File: config.mk
export PLATFORM = sky130hd
export DESIGN_NAME = adc_current_moving_average_unit
export DESIGN_NICKNAME = d
export VERILOG_FILES = /design/src/design/acma_pkg.sv /design/src/design/acma_in_reg.sv /design/src/design/acma_core.sv /design/src/design/adc_current_moving_average_unit.sv
export SDC_FILE = /design/constraint.sdc
export NUM_CORES = 1
export LEC_CHECK = 0
export ABC_CLOCK_PERIOD_IN_PS = 22400
export BUFFER_PORTS_ARGS = -buffer_cell sky130_fd_sc_hd__buf_2
export CORE_ASPECT_RATIO = 1.4
export CORE_MARGIN = 5
export CORE_UTILIZATION = 55
export DETAILED_ROUTE_END_ITERATION = 6
export PLACE_DENSITY_LB_ADDON = 0.08
export SLEW_MARGIN = 25
export SYNTH_ARGS = -nofsm -noshare
export SYNTH_HDL_FRONTEND = slang
export SYNTH_SLANG_ARGS = --single-unit
File: constraint.sdc
create_clock -name i_clk -period 22.4 [get_ports i_clk]
set_input_delay 3.36 -clock i_clk [delete_from_list [all_inputs] [get_ports i_clk]]
set_output_delay 3.36 -clock i_clk [all_outputs]
set_load 0.01 [all_outputs]
File: src/design/acma_pkg.sv
// Shared types and constants for the ADC current moving-average unit.
package acma_pkg;

    // Window length of the boxcar average; must be a power of two.
    localparam int WINDOW = 16;
    localparam int WIN_BITS = $clog2(WINDOW);
    localparam int SAMPLE_W = 16;
    localparam int SUM_W = SAMPLE_W + WIN_BITS;
    localparam int RESULT_W = 17;
    localparam int BYTE_W = 8;

    // One converter read as it travels from the input register to the core.
    typedef struct packed {
        logic [BYTE_W-1:0] code_high;
        logic [BYTE_W-1:0] code_low;
        logic              read_failed;
    } t_item;

endpackage

File: src/design/acma_in_reg.sv
// Input register that holds one accepted converter read for the core.
module acma_in_reg
    import acma_pkg::*;
(
    input  logic              i_clk,
    input  logic              i_rst_n,
    input  logic              i_in_valid,
    output logic              o_in_stall,
    input  logic [BYTE_W-1:0] i_code_high,
    input  logic [BYTE_W-1:0] i_code_low,
    input  logic              i_read_failed,
    input  logic              i_take,
    output logic              o_valid,
    output t_item             o_item
);

    logic  r_valid;
    t_item r_item;
    logic  load;

    // The register takes a new item when it is empty or its item moves on.
    assign o_in_stall = r_valid && !i_take;
    assign load       = i_in_valid && !o_in_stall;

    // Valid flag of the held item.
    always_ff @(posedge i_clk) begin
        if (!i_rst_n) begin
            r_valid <= 1'b0;
        end else if (load) begin
            r_valid <= 1'b1;
        end else if (i_take) begin
            r_valid <= 1'b0;
        end
    end

    // Payload of the held item.
    always_ff @(posedge i_clk) begin
        if (load) begin
            r_item.code_high   <= i_code_high;
            r_item.code_low    <= i_code_low;
            r_item.read_failed <= i_read_failed;
        end
    end

    assign o_valid = r_valid;
    assign o_item  = r_item;

endmodule

File: src/design/acma_core.sv
// Sample ring, running sum and result register of the moving average.
module acma_core
    import acma_pkg::*;
(
    input  logic                       i_clk,
    input  logic                       i_rst_n,
    input  logic                       i_valid,
    input  t_item                      i_item,
    input  logic signed [SAMPLE_W-1:0] i_offset,
    output logic                       o_take,
    output logic                       o_out_valid,
    input  logic                       i_out_stall,
    output logic signed [RESULT_W-1:0] o_current_value,
    output logic                       o_error_flag
);

    logic signed [SAMPLE_W-1:0] r_ring [WINDOW];
    logic signed [SUM_W-1:0]    r_sum;
    logic [WIN_BITS-1:0]        r_pos;
    logic signed [SAMPLE_W-1:0] r_last;
    logic                       r_out_valid;
    logic signed [RESULT_W-1:0] r_value;
    logic                       r_error;

    logic                       take;
    logic                       good;
    logic signed [SAMPLE_W-1:0] sample;
    logic signed [SAMPLE_W-1:0] oldest;
    logic signed [SUM_W-1:0]    n_sum;
    logic signed [SUM_W-1:0]    biased;
    logic signed [SAMPLE_W-1:0] average;
    logic signed [SAMPLE_W-1:0] base;
    logic signed [RESULT_W-1:0] n_value;

    // The core moves an item on when the result register is free or draining.
    assign take   = i_valid && (!r_out_valid || !i_out_stall);
    assign o_take = take;
    assign good   = take && !i_item.read_failed;

    // Subtracting midscale from an offset-binary code flips its top bit.
    assign sample = {~i_item.code_high[BYTE_W-1], i_item.code_high[BYTE_W-2:0],
                     i_item.code_low};
    assign oldest = r_ring[r_pos];

    // Running sum update and division toward zero by the window length.
    always_comb begin
        n_sum  = r_sum + SUM_W'(sample) - SUM_W'(oldest);
        biased = n_sum[SUM_W-1] ? n_sum + SUM_W'(WINDOW - 1) : n_sum;
        average = SAMPLE_W'(biased >>> WIN_BITS);
        base    = i_item.read_failed ? r_last : average;
        n_value = RESULT_W'(base) + RESULT_W'(i_offset);
    end

    // Filter state: ring, sum, position and the last good sample.
    always_ff @(posedge i_clk) begin
        if (!i_rst_n) begin
            for (int i = 0; i < WINDOW; i++) begin
                r_ring[i] <= '0;
            end
            r_sum  <= '0;
            r_pos  <= '0;
            r_last <= '0;
        end else if (good) begin
            r_ring[r_pos] <= sample;
            r_sum         <= n_sum;
            r_pos         <= r_pos + WIN_BITS'(1);
            r_last        <= sample;
        end
    end

    // Result register valid flag.
    always_ff @(posedge i_clk) begin
        if (!i_rst_n) begin
            r_out_valid <= 1'b0;
        end else if (take) begin
            r_out_valid <= 1'b1;
        end else if (!i_out_stall) begin
            r_out_valid <= 1'b0;
        end
    end

    // Result register payload.
    always_ff @(posedge i_clk) begin
        if (take) begin
            r_value <= n_value;
            r_error <= i_item.read_failed;
        end
    end

    assign o_out_valid     = r_out_valid;
    assign o_current_value = r_value;
    assign o_error_flag    = r_error;

`ifndef NO_ASSERTIONS
    // Reset leaves no result pending.
    a_reset_empty: assert property (@(posedge i_clk) !i_rst_n |=> !r_out_valid)
        else $error("result valid after reset");

    // A failed read leaves the running sum and held sample untouched.
    a_fail_holds: assert property (@(posedge i_clk) disable iff (!i_rst_n)
        take && i_item.read_failed |=> $stable(r_sum) && $stable(r_last))
        else $error("failed read changed filter state");

    // A good read advances the ring position by one.
    a_pos_step: assert property (@(posedge i_clk) disable iff (!i_rst_n)
        good |=> r_pos == $past(r_pos) + WIN_BITS'(1))
        else $error("ring position did not advance");

    // Every item taken yields a pending result in the next cycle.
    a_take_result: assert property (@(posedge i_clk) disable iff (!i_rst_n)
        take |=> r_out_valid)
        else $error("item taken without a result");
`endif

endmodule

File: src/design/adc_current_moving_average_unit.sv
// An item accepted into the input register moves on to the result register when that
// register is free or its result is taken in the same cycle.
// Throughput: one item per cycle while the output is not stalled; the input register
// and result register each hold one item.
// Reset (synchronous, active low) clears the sample ring, running sum, ring
// position, held sample and calibration offset, and empties both registers.
// Top level of the ADC current moving-average unit.
module adc_current_moving_average_unit
    import acma_pkg::*;
(
    input  logic                       i_clk,
    input  logic                       i_rst_n,
    input  logic                       i_in_valid,
    output logic                       o_in_stall,
    input  logic [BYTE_W-1:0]          i_code_high,
    input  logic [BYTE_W-1:0]          i_code_low,
    input  logic                       i_read_failed,
    output logic                       o_out_valid,
    input  logic                       i_out_stall,
    output logic signed [RESULT_W-1:0] o_current_value,
    output logic                       o_error_flag,
    input  logic                       i_cfg_we,
    input  logic signed [SAMPLE_W-1:0] i_cfg_wdata
);

    logic signed [SAMPLE_W-1:0] r_current_offset;
    logic                       item_valid;
    logic                       take;
    t_item                      item;

    // Calibration offset register.
    always_ff @(posedge i_clk) begin
        if (!i_rst_n) begin
            r_current_offset <= '0;
        end else if (i_cfg_we) begin
            r_current_offset <= i_cfg_wdata;
        end
    end

    acma_in_reg u_in_reg (
        .i_clk         (i_clk),
        .i_rst_n       (i_rst_n),
        .i_in_valid    (i_in_valid),
        .o_in_stall    (o_in_stall),
        .i_code_high   (i_code_high),
        .i_code_low    (i_code_low),
        .i_read_failed (i_read_failed),
        .i_take        (take),
        .o_valid       (item_valid),
        .o_item        (item)
    );

    acma_core u_core (
        .i_clk           (i_clk),
        .i_rst_n         (i_rst_n),
        .i_valid         (item_valid),
        .i_item          (item),
        .i_offset        (r_current_offset),
        .o_take          (take),
        .o_out_valid     (o_out_valid),
        .i_out_stall     (i_out_stall),
        .o_current_value (o_current_value),
        .o_error_flag    (o_error_flag)
    );

endmodule

==> reports/metrics.yaml, run 1 <==
job:
  max-cap-violations: 0
global_routing:
  grt_pass1_vias: 11397
  gr-total-overflow: 0
  grt_use_total_pct: 24.99
  grt_pass1_wl_um: 68420
  antenna_found_initial: 0
  met3_usage_pct: 3.090
  grt_util_met2_pct: 46.06
  grt_max_degree: 80
  gr-usage-met1_pct: 30.90
  grt_busiest_layer: "met2"
logic_synthesis:
  synth_top_area_share_pct: 49.81
  yosys-top-cells-count: "291 x edfxtp_1, 186 x nor3_1, 103 x nand2_1"
  synthCells: 1379
  seq_area_frac_synth_pct: 56.88
  async_flop_share_pct: 0
  synth_most_common_cell: "edfxtp_1"
  synthesis.area_mm2: 0.01754
  yosysTopAreaCell: "edfxtp_1"
  synth_cell_type_count: 65
  ys_warn_count: 0
  synth_ff_type: "edfxtp_1"
  synth_fp_nets: 1478
  avgSynthCellArea_um2: 12.72
  synth-edff-count: 291
  ys_ff_latch: 353
  synth_area_leaders: "edfxtp_1 50%, mux4_2 10%, dfxtp_1 7.1%, nor3_1 5.3%, and2_1 3.1%"
die:
  core_area_mm2: 0.03160
  die_h_um: 221.3
  dieArea_mm2: 0.03562
  io_pins: 58
  num_rows: 77
  die_w_um: 160.9
  initial_utilization_pct: 55.52
setup_path:
  crit_required_ns: 22.67
  crit_slowest_cell: "dfxtp_4"
  cp.arrival_ns: 8.27
  slowest_delay_ns: 0.51
  endpoint_kind: "flop"
  worstPathMaxFanout: 30
  crit_path_frequent_cell: "inv_1"
  cp-start-kind: "flop"
  setup.worst_path.class: "flop to flop"
pwr:
  pwr_density_cell_mw_per_mm2: 89.21
  leakagePower_nw: 6.948
  peakVddDrop_mv: 0.04933
routing:
  drt_wl_total_um: 44260
  initialDrtViolationCount: 766
  wl_per_cell_um: 24.24
  ant_nets: 0
  vias: 11282
  dr.pass1.iters: 5
  post_drt_via_cell_ratio: 6.179
  route.detailed.drc: 0
placement:
  place_area_mm2: 0.01824
  gp_congestion: 0.9050
  portBuffers: 57
  place_ws_ns: 14.46
  hpwl_um: 28570
timing:
  fmax_mhz: 124.9
  rsz0062_at_grt: "no"
  maxSlewViolCount: 0
  layout_setup_ws_ns: 14.39
  maxSlewHeadroom_pct: 30.91
  setup_viol: 0
  period_share_pct: 35.74
  fin_tns_setup_ns: 0
  clock_skew_ns: 0.02427
  hold_viol: 0
  tightest_slew_ns: 1.036
  fin_crit_ns: 8.006
finish:
  antennaDiodeCount: 0
  drive_gt1_share_pct: 17.47
  fillers: 2488
  area_growth_pct: 10.82
  stdcell_area_mm2: 0.01944
  fin_nets: 1503
status:
  status: "finished, final reports clean"
clock_network:
  cts_resized: 0
  h-tree-depth: 2
  cts_root_buf: "clkbuf_16"
  cts_post_setup_buffers_inserted: 0
  clk-insertion-delay-late_ns: 0.54
  cts-buffers-inserted: 36
  tritoncts: "done"
  clk_pin_slew_ns: 0.06
  cts_hold_buf: 0
  cts_buffer_depth: 3
  cts_sinks: 353
min_path:
  min-delay-start: "u_core.r_sum[14]"
  min_path_type: "flop to flop"
==> through the flow <==
step,power (mW),instances,utilization (%),hold slack [ns]
finish,1.734,1826,61.53,0.4658
global route,1.805,1826,61.53,0.4981
CTS,1.746,1825,61.47,0.4691
detailed placement,1.138,1760,57.73,0.4616
global placement,1.131,1758,57.56,0.4522
floorplan,1.030,1379,-,0.4400
==> report_power, final <==
part / switching (mW) / leakage (nW) / internal, mW
Combinational: 0.226 / 2.88 / 0.140
Clock: 0.250 / 0.582 / 0.357
Sequential: 0.0158 / 3.49 / 0.745
==> registers in the layout (all words and copies together), names as in the netlist, named ones only <==
signal,count
u_core.o_error_flag,1
u_core.o_out_valid,1
u_core.r_ring,256
u_core.r_last,16
u_in_reg.o_item,17
u_in_reg.o_valid,1
u_core.o_current_value,17
u_core.r_pos,4
u_core.r_sum,20
r_current_offset,16
==> layer usage <==
layer / part of all wire [%] / wire length, um
met1: 37 / 16480
met2: 54 / 23990
met3: 6.0 / 2652
met4: 2.6 / 1143
met5: 0 / 0
==> critical path, delay by kind of cell (launching register included) <==
kind / cells / cell delay (ns)
AO/OA/AOI/OAI: 12 / 2.40
adder cells (fa/ha/maj): 4 / 1.46
multiplexers: 3 / 1.22
buffers and inverters: 6 / 0.97
AND/OR/NAND/NOR: 3 / 0.92
flip-flops: 1 / 0.51
XOR/XNOR: 1 / 0.21
==> logic make-up (layout without fill, tap and decap cells) <==
group / Yosys count / after routing / synth area share (%)
xor+xnor: 42 / 42 / 2.097
flops: 353 / 353 / 56.88
simple gates: 479 / 479 / 14.11
compound gates: 171 / 171 / 6.554
buf+inv: 174 / 226 / 3.780
mux: 99 / 99 / 11.37
fa+ha+maj: 61 / 61 / 5.206
==> cell usage in the layout, fill, tap and decap left out, types with 9 or more instances in the layout <==
cell       instances
nor3_1           186
o21a_1            10
clkbuf_16         38
a21oi_1           31
ha_1              41
fa_1              20
clkinv_1          15
xnor2_1           30
nor2b_1           20
mux2i_1           17
buf_2             57
clkbuf_1           9
inv_1             60
o21ai_0           25
edfxtp_1         291
a21o_1            12
a21boi_0          30
and2_1            88
nor2_1            39
buf_4             31
xor2_1            12
mux4_2            80
dfxtp_1           59
nand2_1           99
o21ai_1           21
==> final cells by class <==
cell class | count | area, um2 | area share (%)
flip-flops and latches | 353 | 9986 | 51.36
multi-input cells | 852 | 6935 | 35.67
clock inverters | 18 | 198.9 | 1.023
well taps | 395 | 494.2 | 2.542
repair buffers | 91 | 580.6 | 2.986
clock buffers | 47 | 984.7 | 5.065
inverters | 70 | 262.8 | 1.351
==> path summary, 6_finish.rpt <==
check / cells past startpoint / endpoint / slack, ns
max: 29 / u_core.o_current_value[16] / 14.39
max reg2reg: 29 / u_core.o_current_value[16] / 14.39
min: 2 / u_core.r_sum[14] / 0.47
min reg2reg: 2 / u_core.r_sum[14] / 0.47
No activity file was read; power rests on OpenSTA's default activity.
==> run 2, diff against run 1 <==
--- a/config.mk
+++ b/config.mk
@@ -5,7 +5,7 @@
 export SDC_FILE = /design/constraint.sdc
 export NUM_CORES = 1
 export LEC_CHECK = 0
-export ABC_CLOCK_PERIOD_IN_PS = 22400
+export ABC_CLOCK_PERIOD_IN_PS = 6550
 export BUFFER_PORTS_ARGS = -buffer_cell sky130_fd_sc_hd__buf_2
 export CORE_ASPECT_RATIO = 1.4
 export CORE_MARGIN = 5
==> constraint.sdc (replaced) <==
create_clock -name i_clk -period 6.55 [get_ports i_clk]
set_input_delay 0.9825 -clock i_clk [delete_from_list [all_inputs] [get_ports i_clk]]
set_output_delay 0.9825 -clock i_clk [all_outputs]
set_load 0.01 [all_outputs]
==> run 2 against run 1 <==
Against the previous run: non-clock buffer count up 107; register-to-register slack worse by 14 ns; routed wire length down 2.5%; clock skew down 0.0018 ns; first-iteration DRC count up 24%; global-route usage down 0.73 points; via count up 1.6%; power rose to 3.6 times the previous value; combinational power rose to 4.3 times the previous value; final area up 6.0%; core utilization up 3.7 points.
==> reports/metrics.yaml, run 2 (synthesis gave the netlist of run 1 again) <==
clock_network:
  clk-insertion-delay-late_ns: 0.53  # was 0.54 ns
  cts-buffers-inserted: 36  # unchanged
  cts_root_buf: "clkbuf_16"  # unchanged
  cts_hold_buf: 0  # unchanged
  tritoncts: "done"  # unchanged
  clk_pin_slew_ns: 0.06  # about the same
  cts_buffer_depth: 3  # unchanged
  cts_sinks: 353  # unchanged
  h-tree-depth: 2  # unchanged
min_path:
  min_path_type: "flop to flop"  # unchanged
die:
  initial_utilization_pct: 55.52  # unchanged
  num_rows: 77  # unchanged
  io_pins: 58  # unchanged
  die_h_um: 221.3  # unchanged
  die_w_um: 160.9  # unchanged
  core_area_mm2: 0.03160  # unchanged
  dieArea_mm2: 0.03562  # unchanged
global_routing:
  grt_use_total_pct: 24.25  # was 24.99%
  grt_max_degree: 53  # was 80
  gr-total-overflow: 0  # unchanged
  antenna_found_initial: 0  # unchanged
  grt_pass1_wl_um: 67280  # was 68420 um
  grt_pass1_vias: 11825  # was 11397
finish:
  largest_reg_flops: 256  # unchanged
  final_cell_mix: "291 x edfxtp_1, 186 x nor3_1, 130 x buf_4, 98 x nand2_1, 88 x and2_1"  # was 291 x edfxtp_1, 186 x nor3_1, 99 x nand2_1, 88 x and2_1, 80 x mux4_2
  largestRegisters: "u_core.r_ring (256), u_core.r_sum (20)"  # unchanged
  fillers: 2417  # was 2488
  largest_register: "u_core.r_ring"  # unchanged
  drive_gt1_share_pct: 25.41  # was 17.47%
  area_growth_pct: 17.49  # was 10.82%
  fin_nets: 1610  # was 1503
  mostFrequentLayoutCell: "edfxtp_1"  # unchanged
  final_util_pct: 65.23  # was 61.53%
  antennaDiodeCount: 0  # unchanged
setup_path:
  cp.arrival_ns: 6.56  # was 8.27 ns
  endpoint_kind: "flop"  # unchanged
  cp_top_family: "compound AO/OA/AOI/OAI gates"  # unchanged
  crit_slowest_cell: "fa_1"  # was dfxtp_4
  slowest_delay_ns: 0.52  # was 0.51 ns
  cp-start-kind: "flop"  # unchanged
  cp_num_buf_inv: 6  # unchanged
  setup.worst_path.class: "flop to flop"  # unchanged
  crit_required_ns: 6.81  # was 22.67 ns
  worstPathMaxFanout: 8  # was 30
pwr:
  swShare_pct: 27.75  # was 28.34%
  leakagePower_nw: 7.540  # was 6.948 nW
  p_seq_share_pct: 41.1  # was 43.9%
  peakVddDrop_mv: 0.1899  # was 0.04933 mV
  pwr_density_cell_mw_per_mm2: 305.9  # was 89.21 mW/mm2
  cellInternalPower_mw: 4.557  # was 1.243 mW
  switching_power_mw: 1.750  # was 0.4915 mW
  combPwrFrac_pct: 24.9  # was 21.1%
  clkPwrFrac_pct: 34.0  # was 35.0%
job:
  max-cap-violations: 0  # unchanged
timing:
  fin_crit_ns: 6.301  # was 8.006 ns
  clock_skew_ns: 0.02247  # was 0.02427 ns
  maxSlewHeadroom_pct: 36.30  # was 30.91%
  fmax_mhz: 158.7  # was 124.9 MHz
  period_share_pct: 96.20  # was 35.74%
  setup_viol: 0  # unchanged
  fin_tns_setup_ns: 0  # unchanged
  maxSlewViolCount: 0  # unchanged
  hold_viol: 0  # unchanged
  tightest_slew_ns: 0.9512  # was 1.036 ns
routing:
  ant_nets: 0  # unchanged
  vias: 11461  # was 11282
  dr.pass1.iters: 7  # was 5
  initialDrtViolationCount: 948  # was 766
  route.detailed.drc: 0  # unchanged
  wl_per_cell_um: 22.32  # was 24.24 um
  post_drt_via_cell_ratio: 5.926  # was 6.179
  drt_wl_total_um: 43160  # was 44260 um
placement:
  hpwl_um: 29440  # was 28570 um
  portBuffers: 57  # unchanged
  gp_congestion: 0.9011  # was 0.9050
status:
  status: "finished, final reports clean"  # unchanged
==> run 2: per-layer routing <==
metal  global-route usage, %  wire, um
met1                   29.32     16310
met2                   43.48     22860
met4                   9.361      1815
met3                   3.928      2169
met5                       0         0
==> run 2: layout make-up <==
type / instances / area, um2 / area share [%]
well taps: 395 / 494.2 / 2.398
clock buffers: 45 / 965.9 / 4.686
inverters: 70 / 265.3 / 1.287
flip-flops and latches: 353 / 9985 / 48.44
repair buffers: 198 / 1493 / 7.241
clock inverters: 21 / 260.3 / 1.263
multi-input cells: 852 / 7151 / 34.69
==> run 2: per-stage QoR <==
stage	instance area [um2]	total power [mW]	setup slack, ns	instances	hold slack, ns
6_report	20610	6.307	0.2486	1934	0.4672
5_1_grt	20610	6.594	-0.03862	1934	0.4879
4_1_cts	20130	6.241	0.006471	1911	0.4667
3_5_place_dp	18870	4.092	-0.1136	1844	0.4513
3_3_place_gp	18870	4.071	0.04193	1844	0.4480
2_1_floorplan	17570	3.524	0.0004698	1379	0.4400
==> run 2: worst paths after layout <==
check	endpoint	slack, ns	startpoint	depth (start not counted)
setup / recovery	u_core.o_current_value[12]	0.25	flop	30
hold / removal	u_core.r_last[11]	0.47	u_core.r_last[11]	2
setup reg to reg	u_core.o_current_value[12]	0.25	flop	30
hold reg to reg	u_core.r_last[11]	0.47	u_core.r_last[11]	2
==> run 2: power by group through the flow <==
stage / clock network, mW / registers [mW] / logic [mW]
after global routing: 2.28 / 2.60 / 1.71
final: 2.15 / 2.59 / 1.57
after CTS: 2.18 / 2.59 / 1.46
after floorplan: 0 / 2.64 / 0.887
after detailed placement: 0 / 2.64 / 1.45
after global placement: 0 / 2.64 / 1.43
==> run 2: timing repair <==
item                       4_1_cts  5_1_grt
setup endpoints to repair        5        7
resized for setup                6       47
pin swaps                        0       19
buffers inserted                 1       19
cloned                           0        4
==> run 2: worst register-to-register path: cells and delay by family, from the launching register on <==
family | cells | cell delay [ns]
fa+ha+maj | 4 | 1.16
xor+xnor | 2 | 0.16
buf+inv | 6 | 0.70
simple gates | 3 | 0.24
mux | 3 | 1.26
flops | 1 | 0.39
compound gates | 12 | 2.13
==> run 3, diff against run 2 <==
--- a/config.mk
+++ b/config.mk
@@ -15,4 +15,5 @@
 export SLEW_MARGIN = 25
 export SYNTH_ARGS = -nofsm -noshare
 export SYNTH_HDL_FRONTEND = slang
+export SYNTH_HIERARCHICAL = 1
 export SYNTH_SLANG_ARGS = --single-unit
==> run 3 against run 2 <==
Against the previous run: synthesized cell count up 1.5%; core utilization up 0.64 points; register-to-register slack worse by 0.15 ns; worst hold slack worse by 0.011 ns; die area down 0.60%; clock power down 9.8%; first-iteration DRC count up 4.5%; synthesized area down 0.63%; combinational power up 22%; final area up 0.37%; critical path depth down 5; critical endpoint is now u_core/o_current_value[14].
==> reports/metrics.yaml, run 3 <==
pwr:
  switching_power_mw: 1.933  # was 1.750 mW
  clkPwrFrac_pct: 30.0  # was 34.0%
  leakagePower_nw: 7.471  # was 7.540 nW
  peakVddDrop_mv: 0.1806  # was 0.1899 mV
  cellInternalPower_mw: 4.533  # was 4.557 mW
  swShare_pct: 29.90  # was 27.75%
  p_seq_share_pct: 40.4  # was 41.1%
  combPwrFrac_pct: 29.6  # was 24.9%
  pwr_density_cell_mw_per_mm2: 312.5  # was 305.9 mW/mm2
logic_synthesis:
  yosys-top-cells-count: "291 x edfxtp_1, 265 x nor3_1, 96 x nand2_1"  # was 291 x edfxtp_1, 186 x nor3_1, 103 x nand2_1
  synthesis.area_mm2: 0.01743  # was 0.01754 mm2
  ys_ff_latch: 353  # unchanged
  synth_cell_type_count: 63  # was 65
  async_flop_share_pct: 0  # unchanged
  ys_warn_count: 6  # was 0
  synth_most_common_cell: "edfxtp_1"  # unchanged
  synthCells: 1399  # was 1379
  synth_area_leaders: "edfxtp_1 50%, mux4_2 9.8%, nor3_1 7.6%, dfxtp_1 7.1%, ha_1 2.9%"  # was edfxtp_1 50%, mux4_2 10%, dfxtp_1 7.1%, nor3_1 5.3%, and2_1 3.1%
  synth_ff_type: "edfxtp_1"  # unchanged
  avgSynthCellArea_um2: 12.46  # was 12.72 um2
  synth_fp_nets: 1497  # was 1478
  synth-edff-count: 291  # unchanged
  yosysTopAreaCell: "edfxtp_1"  # unchanged
  seq_area_frac_synth_pct: 57.25  # was 56.88%
  synth_top_area_share_pct: 50.13  # was 49.81%
clock_network:
  cts_buffer_depth: 3  # unchanged
  h-tree-depth: 2  # unchanged
  clk_pin_slew_ns: 0.06  # about the same
  cts-buffers-inserted: 36  # unchanged
  cts_sinks: 353  # unchanged
  cts_hold_buf: 0  # unchanged
  clk-insertion-delay-late_ns: 0.54  # was 0.53 ns
  cts_root_buf: "clkbuf_16"  # unchanged
  tritoncts: "done"  # unchanged
timing:
  maxSlewHeadroom_pct: 30.64  # was 36.30%
  period_share_pct: 98.56  # was 96.20%
  clock_skew_ns: 0.02756  # was 0.02247 ns
  fmax_mhz: 154.9  # was 158.7 MHz
  maxSlewViolCount: 0  # unchanged
  hold_viol: 0  # unchanged
  setup_viol: 0  # unchanged
  hold_ws_ns: 0.4563  # was 0.4672 ns
  tightest_slew_ns: 1.036  # was 0.9512 ns
  fin_tns_setup_ns: 0  # unchanged
  rsz0062_at_grt: "yes"
  fin_crit_ns: 6.456  # was 6.301 ns
placement:
  portBuffers: 57  # unchanged
  place_inst: 1894  # was 1844
  place_area_mm2: 0.01915  # was 0.01887 mm2
  gp_congestion: 0.8542  # was 0.9011
  hpwl_um: 30140  # was 29440 um
finish:
  final_cell_mix: "291 x edfxtp_1, 264 x nor3_1, 157 x buf_4, 91 x nand2_1, 76 x mux4_2"  # was 291 x edfxtp_1, 186 x nor3_1, 130 x buf_4, 98 x nand2_1, 88 x and2_1
  largest_reg_flops: 256  # unchanged
  fin_nets: 1650  # was 1610
  drive_gt1_share_pct: 28.01  # was 25.41%
  final_util_pct: 65.88  # was 65.23%
  antennaDiodeCount: 0  # unchanged
  fin_cells: 1973  # was 1934
  stdcell_area_mm2: 0.02069  # was 0.02061 mm2
  mostFrequentLayoutCell: "edfxtp_1"  # unchanged
  largestRegisters: "u_core/r_ring (256), u_core/r_sum (20)"  # was u_core.r_ring (256), u_core.r_sum (20)
  largest_register: "u_core/r_ring"  # was u_core.r_ring
  area_growth_pct: 18.68  # was 17.49%
routing:
  wl_per_cell_um: 23.90  # was 22.32 um
  post_drt_via_cell_ratio: 6.103  # was 5.926
  vias: 12041  # was 11461
  route.detailed.drc: 0  # unchanged
  dr.pass1.iters: 5  # was 7
  drt_wl_total_um: 47150  # was 43160 um
  initialDrtViolationCount: 991  # was 948
  ant_nets: 0  # unchanged
setup_path:
  cp.arrival_ns: 6.73  # was 6.56 ns
  setup.worst_path.class: "flop to flop"  # unchanged
  endpoint_kind: "flop"  # unchanged
  worstPathMaxFanout: 7  # was 8
  crit_required_ns: 6.83  # was 6.81 ns
  cp-start-kind: "flop"  # unchanged
min_path:
  min_path_type: "flop to flop"  # unchanged
global_routing:
  antenna_found_initial: 0  # unchanged
  grt_pass1_vias: 12268  # was 11825
  grt_pass1_wl_um: 72080  # was 67280 um
  grt_use_total_pct: 26.81  # was 24.25%
  gr-total-overflow: 0  # unchanged
  grt_max_degree: 69  # was 53
die:
  num_rows: 77  # unchanged
  io_pins: 58  # unchanged
  dieArea_mm2: 0.03541  # was 0.03562 mm2
  die_h_um: 220.7  # was 221.3 um
  die_w_um: 160.5  # was 160.9 um
  core_area_mm2: 0.03141  # was 0.03160 mm2
  initial_utilization_pct: 55.51  # was 55.52%
job:
  max-cap-violations: 0  # unchanged
status:
  status: "finished, final reports clean"  # unchanged
run 3: changes by cell type after synthesis, sizes merged, moves of 9 or more:
cell	previous run	this run
and2	88	3
nor3	186	265
a21oi	31	63
a21boi	32	5
a211oi	2	14
inv	60	72
clkbuf	84	93
run 3: per-layer routing:
layer	GRT usage [%]	wire (um)	vias to the layer above
met4	9.813	1631	0
met3	3.503	2756	89
met2	49.69	25530	416
li1	-	-	5500
met5	0	0	-
met1	32.06	17240	6036
run 3: final timing paths:
kind / from / depth (start not counted) / endpoint / slack [ns]
hold reg to reg: u_core/r_last[0] / 2 / u_core/r_last[0] / 0.46
hold / removal: u_core/r_last[0] / 2 / u_core/r_last[0] / 0.46
setup / recovery: flop / 25 / u_core/o_current_value[14] / 0.09
setup reg to reg: flop / 25 / u_core/o_current_value[14] / 0.09
run 3: area by class of cell:
class	count	area, um2
tap	395	494.2
clock buffer	43	947.2
clock inverter	21	146.4
sequential	353	9985
multi-input combinational	842	6979
fill	2413	10720
inverter	86	322.8
timing repair buffer	233	1815
run 3: metrics by stage:
step	power [mW]	setup WS (ns)
after floorplan	3.693	0.003609
after global placement	4.416	-0.2774
after detailed placement	4.442	-0.3881
after CTS	6.420	0.001118
after global routing	6.765	-0.1352
final	6.466	0.09429
run 3: worst max-delay path, stage by stage, from the launching register on:
cell	delay, ns
dfxtp_4	0.46
clkbuf_16	0.19
buf_8	0.14
mux4_2	0.49
mux4_2	0.54
ha_1	0.30
inv_1	0.04
ha_1	0.19
buf_4	0.14
fa_2	0.38
a211oi_2	0.24
o21bai_1	0.13
a21oi_2	0.19
xnor2_2	0.16
nand4b_1	0.19
nand4b_4	0.27
a2111oi_4	0.36
buf_4	0.17
xnor2_1	0.05
o21ai_1	0.25
ha_1	0.33
and3_1	0.18
a21oi_1	0.24
a311oi_2	0.16
buf_4	0.16
o31a_1	0.24
run 3: repair_timing:
action                                  4_1_cts  5_1_grt
gates cloned                                  2        2
endpoints found under the setup margin        4        7
pin swaps                                     9       37
resized for setup                            20       45
buffers inserted                              6        7
run 3: kinds of logic (layout without fill, tap and decap cells):
kind of cell,after synthesis,after routing,synth area share [%]
simple gates,473,473,13.38
xor+xnor,39,39,2.002
fa+ha+maj,60,60,5.168
flops,353,353,57.25
buf+inv,204,383,4.601
compound gates,171,171,6.165
mux,99,99,11.44
run 3: power groups by stage:
stage               Sequential [mW]  Combinational (mW)  Clock (mW)
floorplan                      2.66                1.03           0
CTS                            2.61                1.84        1.97
finish                         2.61                1.91        1.94
global route                   2.62                2.08        2.07
global placement               2.65                1.76           0
detailed placement             2.66                1.78           0
